[src/hdl/ifd_pkg.sv]
`default_nettype none

package ifd_pkg;

    localparam logic [2:0] V_DROP          = 3'd0;
    localparam logic [2:0] V_ECHO          = 3'd1;
    localparam logic [2:0] V_PORT_UNREACH  = 3'd2;
    localparam logic [2:0] V_TIME_EXCEEDED = 3'd3;
    localparam logic [2:0] V_FORWARD       = 3'd4;
    localparam logic [2:0] V_NET_UNREACH   = 3'd5;
    localparam logic [2:0] V_WRITTEN       = 3'd6;

    localparam logic [7:0] PROTO_ICMP   = 8'd1;
    localparam logic       REQ_WRITE    = 1'b0;

    localparam logic [2:0] CFG_IFACE_COUNT  = 3'd0;
    localparam logic [2:0] CFG_IFACE_ADDR_0 = 3'd1;

    localparam int QUEUE_DEPTH = 2;

    typedef enum logic [1:0] {
        OP_WRITE,
        OP_DONE,
        OP_LOOKUP
    } t_op_kind;

    typedef enum logic [1:0] {
        B_IDLE,
        B_SCAN,
        B_DRAIN,
        B_FIN
    } t_bstate;

    typedef struct packed {
        logic [31:0] prefix;
        logic [31:0] mask;
        logic [31:0] gateway;
        logic [1:0]  port;
    } t_route;

    typedef struct packed {
        t_op_kind    kind;
        logic [2:0]  verdict;
        logic [3:0]  index;
        t_route      route;
        logic        entry_valid;
        logic [31:0] dest;
        logic [7:0]  ttl;
    } t_op;

endpackage

`default_nettype wire

[src/hdl/ifd_front.sv]
`default_nettype none

module ifd_front #(
    parameter int NUM_IFACES = 4
) (
    input  wire logic              i_clk,
    input  wire logic              i_rst_n,
    input  wire logic              i_cfg_wr,
    input  wire logic [2:0]        i_cfg_idx,
    input  wire logic [31:0]       i_cfg_data,
    input  wire logic              i_req_type,
    input  wire logic [3:0]        i_entry_index,
    input  wire logic [31:0]       i_entry_prefix,
    input  wire logic [31:0]       i_entry_mask,
    input  wire logic [31:0]       i_entry_gateway,
    input  wire logic [1:0]        i_entry_port,
    input  wire logic              i_entry_valid,
    input  wire logic [31:0]       i_dest_addr,
    input  wire logic [7:0]        i_ttl,
    input  wire logic [7:0]        i_protocol,
    input  wire logic              i_header_ok,
    output ifd_pkg::t_op           o_op
);

    logic [2:0]  r_iface_count;
    logic [31:0] r_iface_addr [NUM_IFACES];
    logic [2:0]  clip_count;
    logic        is_local;

    always_ff @(posedge i_clk) begin
        if (!i_rst_n) begin
            r_iface_count <= 3'd0;
            for (int k = 0; k < NUM_IFACES; k++) begin
                r_iface_addr[k] <= 32'd0;
            end
        end else if (i_cfg_wr) begin
            if (i_cfg_idx == ifd_pkg::CFG_IFACE_COUNT) begin
                r_iface_count <= i_cfg_data[2:0];
            end
            for (int k = 0; k < NUM_IFACES; k++) begin
                if (i_cfg_idx == ifd_pkg::CFG_IFACE_ADDR_0 + 3'(k)) begin
                    r_iface_addr[k] <= i_cfg_data;
                end
            end
        end
    end

    // counts above the number of interfaces act as that number
    always_comb begin
        clip_count = (r_iface_count > 3'(NUM_IFACES)) ? 3'(NUM_IFACES) : r_iface_count;
        is_local = 1'b0;
        for (int k = 0; k < NUM_IFACES; k++) begin
            if ((3'(k) < clip_count) && (r_iface_addr[k] == i_dest_addr)) begin
                is_local = 1'b1;
            end
        end
    end

    always_comb begin
        o_op.index         = i_entry_index;
        o_op.route.prefix  = i_entry_prefix;
        o_op.route.mask    = i_entry_mask;
        o_op.route.gateway = i_entry_gateway;
        o_op.route.port    = i_entry_port;
        o_op.entry_valid   = i_entry_valid;
        o_op.dest          = i_dest_addr;
        o_op.ttl           = i_ttl;
        priority if (i_req_type == ifd_pkg::REQ_WRITE) begin
            o_op.kind    = ifd_pkg::OP_WRITE;
            o_op.verdict = ifd_pkg::V_WRITTEN;
        end else if (!i_header_ok) begin
            o_op.kind    = ifd_pkg::OP_DONE;
            o_op.verdict = ifd_pkg::V_DROP;
        end else if (is_local) begin
            o_op.kind    = ifd_pkg::OP_DONE;
            o_op.verdict = (i_protocol == ifd_pkg::PROTO_ICMP) ?
                           ifd_pkg::V_ECHO : ifd_pkg::V_PORT_UNREACH;
        end else if (i_ttl <= 8'd1) begin
            o_op.kind    = ifd_pkg::OP_DONE;
            o_op.verdict = ifd_pkg::V_TIME_EXCEEDED;
        end else begin
            o_op.kind    = ifd_pkg::OP_LOOKUP;
            o_op.verdict = ifd_pkg::V_NET_UNREACH;
        end
    end

endmodule

`default_nettype wire

[src/hdl/ifd_queue.sv]
`default_nettype none

module ifd_queue (
    input  wire logic         i_clk,
    input  wire logic         i_rst_n,
    input  wire logic         i_push,
    input  wire ifd_pkg::t_op i_op,
    output logic              o_full,
    input  wire logic         i_pop,
    output logic              o_valid,
    output ifd_pkg::t_op      o_op
);

    localparam int PTR_W = $clog2(ifd_pkg::QUEUE_DEPTH);
    localparam int CNT_W = $clog2(ifd_pkg::QUEUE_DEPTH + 1);

    ifd_pkg::t_op       r_slot [ifd_pkg::QUEUE_DEPTH];
    logic [PTR_W-1:0]   r_wr_ptr;
    logic [PTR_W-1:0]   r_rd_ptr;
    logic [CNT_W-1:0]   r_count;
    logic               do_push;
    logic               do_pop;

    assign o_full  = (r_count == CNT_W'(ifd_pkg::QUEUE_DEPTH));
    assign o_valid = (r_count != '0);
    assign o_op    = r_slot[r_rd_ptr];
    assign do_push = i_push && !o_full;
    assign do_pop  = i_pop && o_valid;

    always_ff @(posedge i_clk) begin
        if (!i_rst_n) begin
            r_wr_ptr <= '0;
            r_rd_ptr <= '0;
            r_count  <= '0;
        end else begin
            if (do_push) begin
                r_wr_ptr <= r_wr_ptr + PTR_W'(1);
            end
            if (do_pop) begin
                r_rd_ptr <= r_rd_ptr + PTR_W'(1);
            end
            if (do_push && !do_pop) begin
                r_count <= r_count + CNT_W'(1);
            end else if (do_pop && !do_push) begin
                r_count <= r_count - CNT_W'(1);
            end
        end
    end

    always_ff @(posedge i_clk) begin
        if (do_push) begin
            r_slot[r_wr_ptr] <= i_op;
        end
    end

endmodule

`default_nettype wire

[src/hdl/ifd_back.sv]
`default_nettype none

module ifd_back #(
    parameter int ROUTE_ENTRIES = 16
) (
    input  wire logic         i_clk,
    input  wire logic         i_rst_n,
    input  wire logic         i_q_valid,
    input  wire ifd_pkg::t_op i_q_op,
    output logic              o_pop,
    output logic              o_out_valid,
    input  wire logic         i_out_stall,
    output logic [2:0]        o_verdict,
    output logic [31:0]       o_next_hop,
    output logic [1:0]        o_out_port,
    output logic [7:0]        o_new_ttl
);

    localparam int              IDX_W     = (ROUTE_ENTRIES > 1) ? $clog2(ROUTE_ENTRIES) : 1;
    localparam logic [IDX_W-1:0] LAST_IDX = IDX_W'(ROUTE_ENTRIES - 1);
    localparam logic [8:0]      N_ENTRIES = 9'(ROUTE_ENTRIES);

    ifd_pkg::t_bstate     r_state;
    ifd_pkg::t_bstate     n_state;

    ifd_pkg::t_route      r_mem [ROUTE_ENTRIES];
    logic [ROUTE_ENTRIES-1:0] r_valid;
    ifd_pkg::t_route      r_rd_data;
    logic                 r_rd_vld;
    logic [IDX_W-1:0]     r_rd_idx;
    logic [IDX_W-1:0]     r_scan_idx;

    logic [31:0]          r_dest;
    logic [7:0]           r_ttl;
    logic                 r_found;
    logic [31:0]          r_best_mask;
    logic [31:0]          r_best_gw;
    logic [1:0]           r_best_port;

    logic                 r_out_vld;
    logic [2:0]           r_out_verdict;
    logic [31:0]          r_out_next_hop;
    logic [1:0]           r_out_port;
    logic [7:0]           r_out_ttl;

    logic                 out_free;
    logic                 pop;
    logic                 start_scan;
    logic                 load_out;
    logic                 mem_we;
    logic [IDX_W-1:0]     wr_addr;
    logic                 hit;
    logic [2:0]           res_verdict;
    logic [31:0]          res_next_hop;
    logic [1:0]           res_port;
    logic [7:0]           res_ttl;

    assign out_free = !r_out_vld || !i_out_stall;
    assign wr_addr  = IDX_W'(i_q_op.index);

    always_comb begin
        n_state = r_state;
        unique case (r_state)
            ifd_pkg::B_IDLE: begin
                if (i_q_valid && out_free && (i_q_op.kind == ifd_pkg::OP_LOOKUP)) begin
                    n_state = ifd_pkg::B_SCAN;
                end
            end
            ifd_pkg::B_SCAN: begin
                if (r_scan_idx == LAST_IDX) begin
                    n_state = ifd_pkg::B_DRAIN;
                end
            end
            ifd_pkg::B_DRAIN: begin
                n_state = ifd_pkg::B_FIN;
            end
            ifd_pkg::B_FIN: begin
                if (out_free) begin
                    n_state = ifd_pkg::B_IDLE;
                end
            end
            default: begin
                n_state = ifd_pkg::B_IDLE;
            end
        endcase
    end

    always_comb begin
        pop          = 1'b0;
        start_scan   = 1'b0;
        load_out     = 1'b0;
        mem_we       = 1'b0;
        res_verdict  = i_q_op.verdict;
        res_next_hop = 32'd0;
        res_port     = 2'd0;
        res_ttl      = i_q_op.ttl;
        unique case (r_state)
            ifd_pkg::B_IDLE: begin
                pop = i_q_valid && out_free;
                unique case (i_q_op.kind)
                    ifd_pkg::OP_WRITE: begin
                        load_out = pop;
                        mem_we   = pop && ({5'd0, i_q_op.index} < N_ENTRIES);
                    end
                    ifd_pkg::OP_DONE: begin
                        load_out = pop;
                    end
                    ifd_pkg::OP_LOOKUP: begin
                        start_scan = pop;
                    end
                    default: begin
                        load_out = pop;
                    end
                endcase
            end
            ifd_pkg::B_FIN: begin
                load_out = out_free;
                if (r_found) begin
                    res_verdict  = ifd_pkg::V_FORWARD;
                    res_next_hop = r_best_gw;
                    res_port     = r_best_port;
                    res_ttl      = r_ttl - 8'd1;
                end else begin
                    res_verdict  = ifd_pkg::V_NET_UNREACH;
                    res_ttl      = r_ttl;
                end
            end
            default: begin
            end
        endcase
    end

    assign o_pop = pop;

    // route match on the entry read in the previous cycle
    assign hit = r_rd_vld && r_valid[r_rd_idx]
              && (((r_dest ^ r_rd_data.prefix) & r_rd_data.mask) == 32'd0)
              && (!r_found || (r_best_mask < r_rd_data.mask));

    always_ff @(posedge i_clk) begin
        if (!i_rst_n) begin
            r_state   <= ifd_pkg::B_IDLE;
            r_valid   <= '0;
            r_rd_vld  <= 1'b0;
            r_found   <= 1'b0;
            r_out_vld <= 1'b0;
        end else begin
            r_state  <= n_state;
            r_rd_vld <= (r_state == ifd_pkg::B_SCAN);
            if (mem_we) begin
                r_valid[wr_addr] <= i_q_op.entry_valid;
            end
            if (start_scan) begin
                r_found <= 1'b0;
            end else if (hit) begin
                r_found <= 1'b1;
            end
            if (load_out) begin
                r_out_vld <= 1'b1;
            end else if (!i_out_stall) begin
                r_out_vld <= 1'b0;
            end
        end
    end

    always_ff @(posedge i_clk) begin
        if (mem_we) begin
            r_mem[wr_addr] <= i_q_op.route;
        end
        if (r_state == ifd_pkg::B_SCAN) begin
            r_rd_data <= r_mem[r_scan_idx];
        end
    end

    always_ff @(posedge i_clk) begin
        r_rd_idx <= r_scan_idx;
        if (start_scan) begin
            r_scan_idx <= '0;
            r_dest     <= i_q_op.dest;
            r_ttl      <= i_q_op.ttl;
        end else if ((r_state == ifd_pkg::B_SCAN) && (r_scan_idx != LAST_IDX)) begin
            r_scan_idx <= r_scan_idx + IDX_W'(1);
        end
        if (hit) begin
            r_best_mask <= r_rd_data.mask;
            r_best_gw   <= r_rd_data.gateway;
            r_best_port <= r_rd_data.port;
        end
        if (load_out) begin
            r_out_verdict  <= res_verdict;
            r_out_next_hop <= res_next_hop;
            r_out_port     <= res_port;
            r_out_ttl      <= res_ttl;
        end
    end

    assign o_out_valid = r_out_vld;
    assign o_verdict   = r_out_verdict;
    assign o_next_hop  = r_out_next_hop;
    assign o_out_port  = r_out_port;
    assign o_new_ttl   = r_out_ttl;

endmodule

`default_nettype wire

[src/hdl/ipv4_forward_decision.sv]
`default_nettype none

// channel   valid         stall         payload
// in        i_in_valid    o_in_stall    i_req_type .. i_header_ok
// out       o_out_valid   i_out_stall   o_verdict, o_next_hop, o_out_port, o_new_ttl
// config    i_cfg_wr      -             i_cfg_idx, i_cfg_data
//
// table writes and packets settled by the classifier load the output register directly;
// a route lookup walks the table one entry per cycle through the single read port
// of the route memory; the back end pops no new item until the lookup is done.
// a two-deep queue lets the classifier take items while the back end is busy.
// synchronous active-low reset clears control state and the route valid bits.

module ipv4_forward_decision #(
    parameter int ROUTE_ENTRIES = 16,
    parameter int NUM_IFACES    = 4
) (
    input  wire logic        i_clk,
    input  wire logic        i_rst_n,
    input  wire logic        i_cfg_wr,
    input  wire logic [2:0]  i_cfg_idx,
    input  wire logic [31:0] i_cfg_data,
    input  wire logic        i_in_valid,
    output logic             o_in_stall,
    input  wire logic        i_req_type,
    input  wire logic [3:0]  i_entry_index,
    input  wire logic [31:0] i_entry_prefix,
    input  wire logic [31:0] i_entry_mask,
    input  wire logic [31:0] i_entry_gateway,
    input  wire logic [1:0]  i_entry_port,
    input  wire logic        i_entry_valid,
    input  wire logic [31:0] i_dest_addr,
    input  wire logic [7:0]  i_ttl,
    input  wire logic [7:0]  i_protocol,
    input  wire logic        i_header_ok,
    output logic             o_out_valid,
    input  wire logic        i_out_stall,
    output logic [2:0]       o_verdict,
    output logic [31:0]      o_next_hop,
    output logic [1:0]       o_out_port,
    output logic [7:0]       o_new_ttl
);

    ifd_pkg::t_op front_op;
    ifd_pkg::t_op head_op;
    logic         q_full;
    logic         q_valid;
    logic         q_pop;

    assign o_in_stall = q_full;

    ifd_front #(
        .NUM_IFACES (NUM_IFACES)
    ) u_front (
        .i_clk           (i_clk),
        .i_rst_n         (i_rst_n),
        .i_cfg_wr        (i_cfg_wr),
        .i_cfg_idx       (i_cfg_idx),
        .i_cfg_data      (i_cfg_data),
        .i_req_type      (i_req_type),
        .i_entry_index   (i_entry_index),
        .i_entry_prefix  (i_entry_prefix),
        .i_entry_mask    (i_entry_mask),
        .i_entry_gateway (i_entry_gateway),
        .i_entry_port    (i_entry_port),
        .i_entry_valid   (i_entry_valid),
        .i_dest_addr     (i_dest_addr),
        .i_ttl           (i_ttl),
        .i_protocol      (i_protocol),
        .i_header_ok     (i_header_ok),
        .o_op            (front_op)
    );

    ifd_queue u_queue (
        .i_clk   (i_clk),
        .i_rst_n (i_rst_n),
        .i_push  (i_in_valid),
        .i_op    (front_op),
        .o_full  (q_full),
        .i_pop   (q_pop),
        .o_valid (q_valid),
        .o_op    (head_op)
    );

    ifd_back #(
        .ROUTE_ENTRIES (ROUTE_ENTRIES)
    ) u_back (
        .i_clk       (i_clk),
        .i_rst_n     (i_rst_n),
        .i_q_valid   (q_valid),
        .i_q_op      (head_op),
        .o_pop       (q_pop),
        .o_out_valid (o_out_valid),
        .i_out_stall (i_out_stall),
        .o_verdict   (o_verdict),
        .o_next_hop  (o_next_hop),
        .o_out_port  (o_out_port),
        .o_new_ttl   (o_new_ttl)
    );

endmodule

`default_nettype wire
[config.mk]
export PLATFORM = sky130hd
export DESIGN_NAME = ipv4_forward_decision
export DESIGN_NICKNAME = d
export VERILOG_FILES = /design/src/hdl/ifd_pkg.sv /design/src/hdl/ifd_front.sv /design/src/hdl/ifd_queue.sv /design/src/hdl/ifd_back.sv /design/src/hdl/ipv4_forward_decision.sv
export SDC_FILE = /design/constraint.sdc
export NUM_CORES = 2
export LEC_CHECK = 0
export BUFFER_PORTS_ARGS = -buffer_cell sky130_fd_sc_hd__buf_4
export CAP_MARGIN = 15
export CORE_MARGIN = 2
export CORE_UTILIZATION = 40
export CTS_CLUSTER_DIAMETER = 120
export DETAILED_ROUTE_END_ITERATION = 12
export PLACE_DENSITY = 0.57
export SYNTH_ARGS = -nofsm -noshare
export SYNTH_HDL_FRONTEND = slang
export SYNTH_SLANG_ARGS = --single-unit
[constraint.sdc]
create_clock -name i_clk -period 27.2 [get_ports i_clk]
set_clock_uncertainty 0.15 [all_clocks]
set_input_delay 8.16 -clock i_clk [delete_from_list [all_inputs] [get_ports i_clk]]
set_output_delay 8.16 -clock i_clk [all_outputs]
set_load 0.02 [all_outputs]
# Word-level counts from Yosys, hierarchy flattened
# Memories as Yosys holds them, arrays and structs flattened. A register that Yosys moved wholly into a read port is not among the register bits.
# Index checks and enable logic that the tools add are counted.
[classes]
addsub = 6
n_lt_le_gt_ge = 10
n_eq_ne = 20
mux = 61
n_bitwise = 7
n_reduce_logical = 33
[ops]
columns = ["op", "count"]
rows = [
  ["32-bit == test", 4],
  ["32-bit two-way mux", 4],
  ["1-bit two-way mux", 38],
  ["32-bit bitwise AND", 1],
  ["32-bit logical NOT", 1],
  ["32-bit < comparator", 1],
  ["32-bit XOR", 1],
  ["5-bit two-way mux", 4],
  ["16-bit bitwise mux", 1],
  ["8-bit two-way mux", 2],
  ["1-bit logical AND", 15],
  ["2-bit two-way mux", 6],
  ["4-bit by 5-bit < comparator with 1-bit output, second input constant", 2],
  ["2-bit == test, second input constant", 4],
  ["8-bit by 1-bit == test with 1-bit output, second input constant", 1],
  ["8-bit by 1-bit less-or-equal comparator with 1-bit output, second input constant", 1],
  ["2-bit by 1-bit != test with 1-bit output, second input constant", 4],
  ["2-bit case mux with 4 select lines", 1],
  ["8-bit by 1-bit subtractor with 8-bit output, second input constant", 1],
  ["3-bit by 2-bit == test with 1-bit output, second input constant", 2],
  ["1-bit logical NOT", 6],
  ["1-bit by 3-bit < comparator with 1-bit output, first input constant", 2],
  ["2-bit by 3-bit < comparator with 1-bit output, first input constant", 2],
  ["3-bit two-way mux", 2],
  ["23 further kinds", 31],
]
[word_totals]
regBits = 187
ram_bits = 1992
memories = 3
[mem_list]
columns = ["name", "words", "width", "read_ports", "rd_ports_with_merged_regs", "wr", "line_no", "rtl"]
rows = [
  ["u_back.r_mem", 16, 98, 1, 1, 1, "ifd_back.sv:26", "ifd_pkg::t_route r_mem [ROUTE_ENTRIES];"],
  ["u_queue.r_slot", 2, 148, 1, 1, 1, "ifd_queue.sv:17", "ifd_pkg::t_op r_slot [ifd_pkg::QUEUE_DEPTH];"],
  ["u_front.r_iface_addr", 4, 32, 4, 0, 4, "ifd_front.sv:26", "logic [31:0] r_iface_addr [NUM_IFACES];"],
]

# Logic depth before layout (Yosys ltp)
[logic_depth]
word_depth = 11
mapped_depth = 9
mapped_depth_nobuf = 9

# Modules after synthesis
# Synthesis repeated with hierarchy kept, for this count alone.
[unflattened]
hier_cells = 3986
hier_area_um2 = 88029.4
[modules_own_cells]
columns = ["module", "instances", "cells_per_inst", "area_each_um2"]
rows = [
  ["ifd_back", 1, 2811, 69260.2],
  ["ifd_queue", 1, 485, 10951.8],
  ["ifd_front", 1, 690, 7817.5],
]

# Least setup slack after synthesis
# OpenSTA, ideal clock, no wires.
[synth_path]
path_type = "input to register"
startpoint = "in i_in_valid"
endpoint = "mem u_queue.r_slot[0][0] in the netlist's numbering (enable)"
t_arrival_ns = 14.391
setup_slack_ns = 12.002
stages = 2
path_buffers = 0
path_cell_list = "nand2_1 nor2_1"
[synth_between]
elab_chain_len = 3
[synth_rtl]
columns = ["item", "line_no", "rtl"]
rows = [
  ["start: declaration", "ipv4_forward_decision.sv:23", "input wire logic i_in_valid,"],
  ["1-bit logical AND", "ifd_queue.sv:27", "assign do_push = i_push && !o_full;"],
  ["1-bit two-way mux", "ifd_queue.sv:51", "if (do_push) begin"],
  ["1-bit two-way mux (not written as such)", "ifd_queue.sv:52", "r_slot[r_wr_ptr] <= i_op;"],
  ["end: declaration", "ifd_queue.sv:17", ""],
]
# Every way passes these cells.

# Worst setup path after layout
[layout_path]
startpoint = "in i_out_stall"
endpoint = "mem u_back.r_mem[4][33] in the netlist's numbering (enable)"
[layout_between]
elab_chain_len = 7
[layout_rtl]
columns = ["item", "line_no", "rtl"]
rows = [
  ["start: declaration", "ipv4_forward_decision.sv:37", "input wire logic i_out_stall,"],
  ["1-bit logical NOT", "ifd_back.sv:58", "assign out_free = !r_out_vld || !i_out_stall;"],
  ["1-bit logical OR", "ifd_back.sv:58", ""],
  ["1-bit logical AND", "ifd_back.sv:99", "pop = i_q_valid && out_free;"],
  ["1-bit two-way mux", "ifd_back.sv:100", "unique case (i_q_op.kind)"],
  ["1-bit two-way mux", "ifd_back.sv:97", "unique case (r_state)"],
  ["1-bit two-way mux", "ifd_back.sv:167", "if (mem_we) begin"],
  ["1-bit two-way mux (not written as such)", "ifd_back.sv:168", "r_mem[wr_addr] <= i_q_op.route;"],
  ["end: declaration", "ifd_back.sv:26", ""],
]
# Every way passes these cells.

==> flow_metrics.tcl <==
set metrics [dict create \
    fmaxAchievable_mhz 85.2 \
    leakage_nw 31.4 \
    cp-start-kind "input port" \
    clkLatencyLatePin_ps 840 \
    cts_hold_buf 0 \
    fillCellCount 17700 \
    final_cell_mix "2241 x edfxtp_1, 495 x mux4_2, 308 x buf_4" \
    place_congestion 0.809 \
    post_synth_num_cell_types 52 \
    final_hold_viol_count 0 \
    yosysSeqAreaShare_pct 78.8 \
    setup_tns_ps 0 \
    drc 0 \
    clk_pin_slew_ps 60 \
    relSlewSlack_pct 20.3 \
    synth_top_flop_cell "edfxtp_1" \
    grt_pass1_vias 40600 \
    dpl.hpwl_um 115000 \
    irDropWorstVdd_v 0.0000999 \
    dieArea_mm2 0.220 \
    clock_sinks 2278 \
    post_cts_buffers 0 \
    slew_violations 0 \
    routed_wirelength_um 204000 \
    grtUsageMet2_pct 30.0 \
    use_met3_pct 2.87 \
    synth_edf_count 2241 \
    num_vias 39400 \
    ios 240 \
    finalCritPeriodShare_pct 43.2 \
    cp_top_family "buffers and inverters" \
    hold_start "u_back.r_rd_data[32]$_DFFE_PP_" \
    viasPerCell 5.46 \
    row_count 170 \
    switching_share_pct 28.0 \
    synth_area_mm2 0.0863 \
    pwr-share-seq_pct 46.5 \
    ys_ff_latch 2278 \
    cp_cell_sequence "buf_4 -> nand2_1 -> o211ai_1 -> nor2_1 -> o21ai_1 -> nor2_4 -> buf_4 -> buf_4" \
    antenna_left 0 \
    drtPass1Iterations 5 \
    antenna_found_initial 10 \
    cp.buffers_inverters 3 \
    p_int_w 0.00715 \
    cp_max_fo 41 \
    syn_to_final_growth_pct 14.9 \
    cp.required_ps 27510 \
    crit_start "i_out_stall" \
    avgRoutedWirePerCell_um 28.3 \
    fp.dieW_um 469 \
    p_sw_w 0.00278 \
    track_usage_pct 18.6 \
    critPathKind "input port to register" \
    layout.nets 4420 \
    setup_viol 0 \
    status "complete, no violations" \
    busiest_layer "met2" \
    grt_pass1_wl_um 294000 \
    p_per_area_mw_per_mm2 100 \
    crit_path_end_kind "register" \
    synth_nets 4031 \
    dp_slack_ps 14580 \
    cts_tree "done" \
    postSynthAreaPerCell_um2 22.7 \
    root_buffer "clkbuf_16" \
    slowest_delay_ps 890 \
    grt_overflow 0 \
    die_height_um 469 \
    core_mm2 0.215 \
    synthCells 3800 \
    synthArstFlopShare_pct 0 \
    pwr-share-comb_pct 22.6 \
    yosys_warnings 0 \
    rsz0062_at_grt "no" \
    port-buffer-count 239 \
    worst_pin_slew_ps 1200 \
    layout-drive-gt1-share_pct 29.4 \
    start_util_pct 40.2 \
    slowest_stage "nor2_4" \
    drv_cap 0 \
    cts_max_path_buffers 3 \
    mostFrequentLayoutCell "edfxtp_1" \
    fin_ws_ps 15460 \
    cts_buffers 228 \
    cp_common_cell "buf_4" \
    postCtsResizedCells 0 \
    drt-initial-drc-count 3601 \
    grt_use_met1_pct 26.9 \
    min_path_type "register to register" \
    cts.htree.levels 4 \
    finalCriticalPeriod_ps 11740 \
    pwr-share-clk_pct 30.9 \
    grt_max_degree 128 \
    arrival_ps 12050 \
]
==> cells by family after synthesis <==
family / after synthesis / synth area share [%]
xor gates and xnor gates: 174 / 1.77
muxes: 641 / 14.8
DFF: 2278 / 78.8
and+or+nand+nor: 354 / 2.31
AOI/OAI and AO/OA: 114 / 0.812
adders and majority gates: 38 / 0.551
buffers and inverters: 201 / 0.948
==> registers in the layout (all words and copies together) (netlist names), 2 cells and up, named ones only <==
signal                 count
u_back.r_mem            1568
u_queue.r_slot           296
u_front.r_iface_addr     128
u_back.r_rd_data          98
u_back.o_next_hop         32
u_back.r_best_gw          32
u_back.r_best_mask        32
u_back.r_dest             32
u_back.r_valid            16
u_back.o_new_ttl           8
u_back.r_ttl               8
u_back.r_rd_idx            4
u_back.r_scan_idx          4
u_back.o_verdict           3
u_front.r_iface_count      3
u_back.o_out_port          2
u_back.r_best_port         2
u_back.r_state             2
u_queue.r_count            2
==> power groups by stage <==
stage	registers (W)	logic, W	clock network, W
after global placement	0.00469	0.00229	0
after detailed placement	0.00469	0.00231	0
after global routing	0.00464	0.00241	0.00327
final	0.00462	0.00224	0.00307
after floorplan	0.00463	0.00151	0
after CTS	0.00462	0.00232	0.00314
==> metal layers <==
layer	vias to the layer above	wire [um]
met1	21400	90900
met4	4	3710
met5	-	21
met2	1194	98300
met3	267	11100
li1	16500	-
==> cell usage after synthesis (all sizes together) (2+ instances only) <==
library cell	instances	area, um2
nand3	9	57.6
inv	44	165
and3	35	219
nand3b	3	22.5
edfxtp	2241	67300
nor2	60	225
a211oi	4	30.0
a21oi	34	170
nand2b	4	25.0
dfxtp	37	741
or4	2	15.0
mux2i	7	70.1
nor3	22	110
o31ai	2	15.0
clkinv	2	7.51
nor4	25	171
and2	129	807
a32oi	2	17.5
o21a	2	15.0
o21ai	28	140
nand2	31	116
o211ai	2	15.0
buf	67	315
xnor2	85	744
a21o	12	90.1
a31oi	5	31.3
clkbuf	88	330
mux4	495	11100
xor2	89	780
ha	38	475
a211o	2	17.5
nand4	23	144
mux2	139	1570
nor4b	2	17.5
or3	2	12.5
nor2b	4	25.0
o22ai	13	81.3
==> final timing paths <==
check                                   endpoint  slack [ps]  cells after the start
setup / recovery   u_back.r_mem[4][33]$_DFFE_PP_       15460                      8
hold / removal    u_back.r_best_gw[30]$_DFFE_PP_         270                      0
setup reg to reg   u_back.r_mem[4][33]$_DFFE_PP_       22180                      6
hold reg to reg   u_back.r_best_gw[30]$_DFFE_PP_         270                      0
==> through the flow <==
stage | hold WS (ps) | util, % | total power [W] | instances | instance area, um2
floorplan | 179 | - | 0.00614 | 3800 | 86300
global placement | 251 | 42.8 | 0.00698 | 6796 | 91900
detailed placement | 256 | 42.8 | 0.00700 | 6796 | 91900
CTS | 269 | 46.2 | 0.0101 | 7215 | 99200
global route | 280 | 46.2 | 0.0103 | 7217 | 99200
finish | 273 | 46.2 | 0.00993 | 7219 | 99200
==> area by class of cell <==
cell class / instances / area (um2) / share of cell area [%]
sequential: 2278 / 68100 / 68.6
antenna: 3 / 7.51 / 0.00757
tap: 2838 / 3550 / 3.58
clock inverter: 127 / 1280 / 1.29
timing repair buffer: 314 / 2440 / 2.46
multi-input combinational: 1321 / 17700 / 17.8
inverter: 46 / 173 / 0.174
clock buffer: 292 / 6000 / 6.05
(Power assumes the default switching activity.)
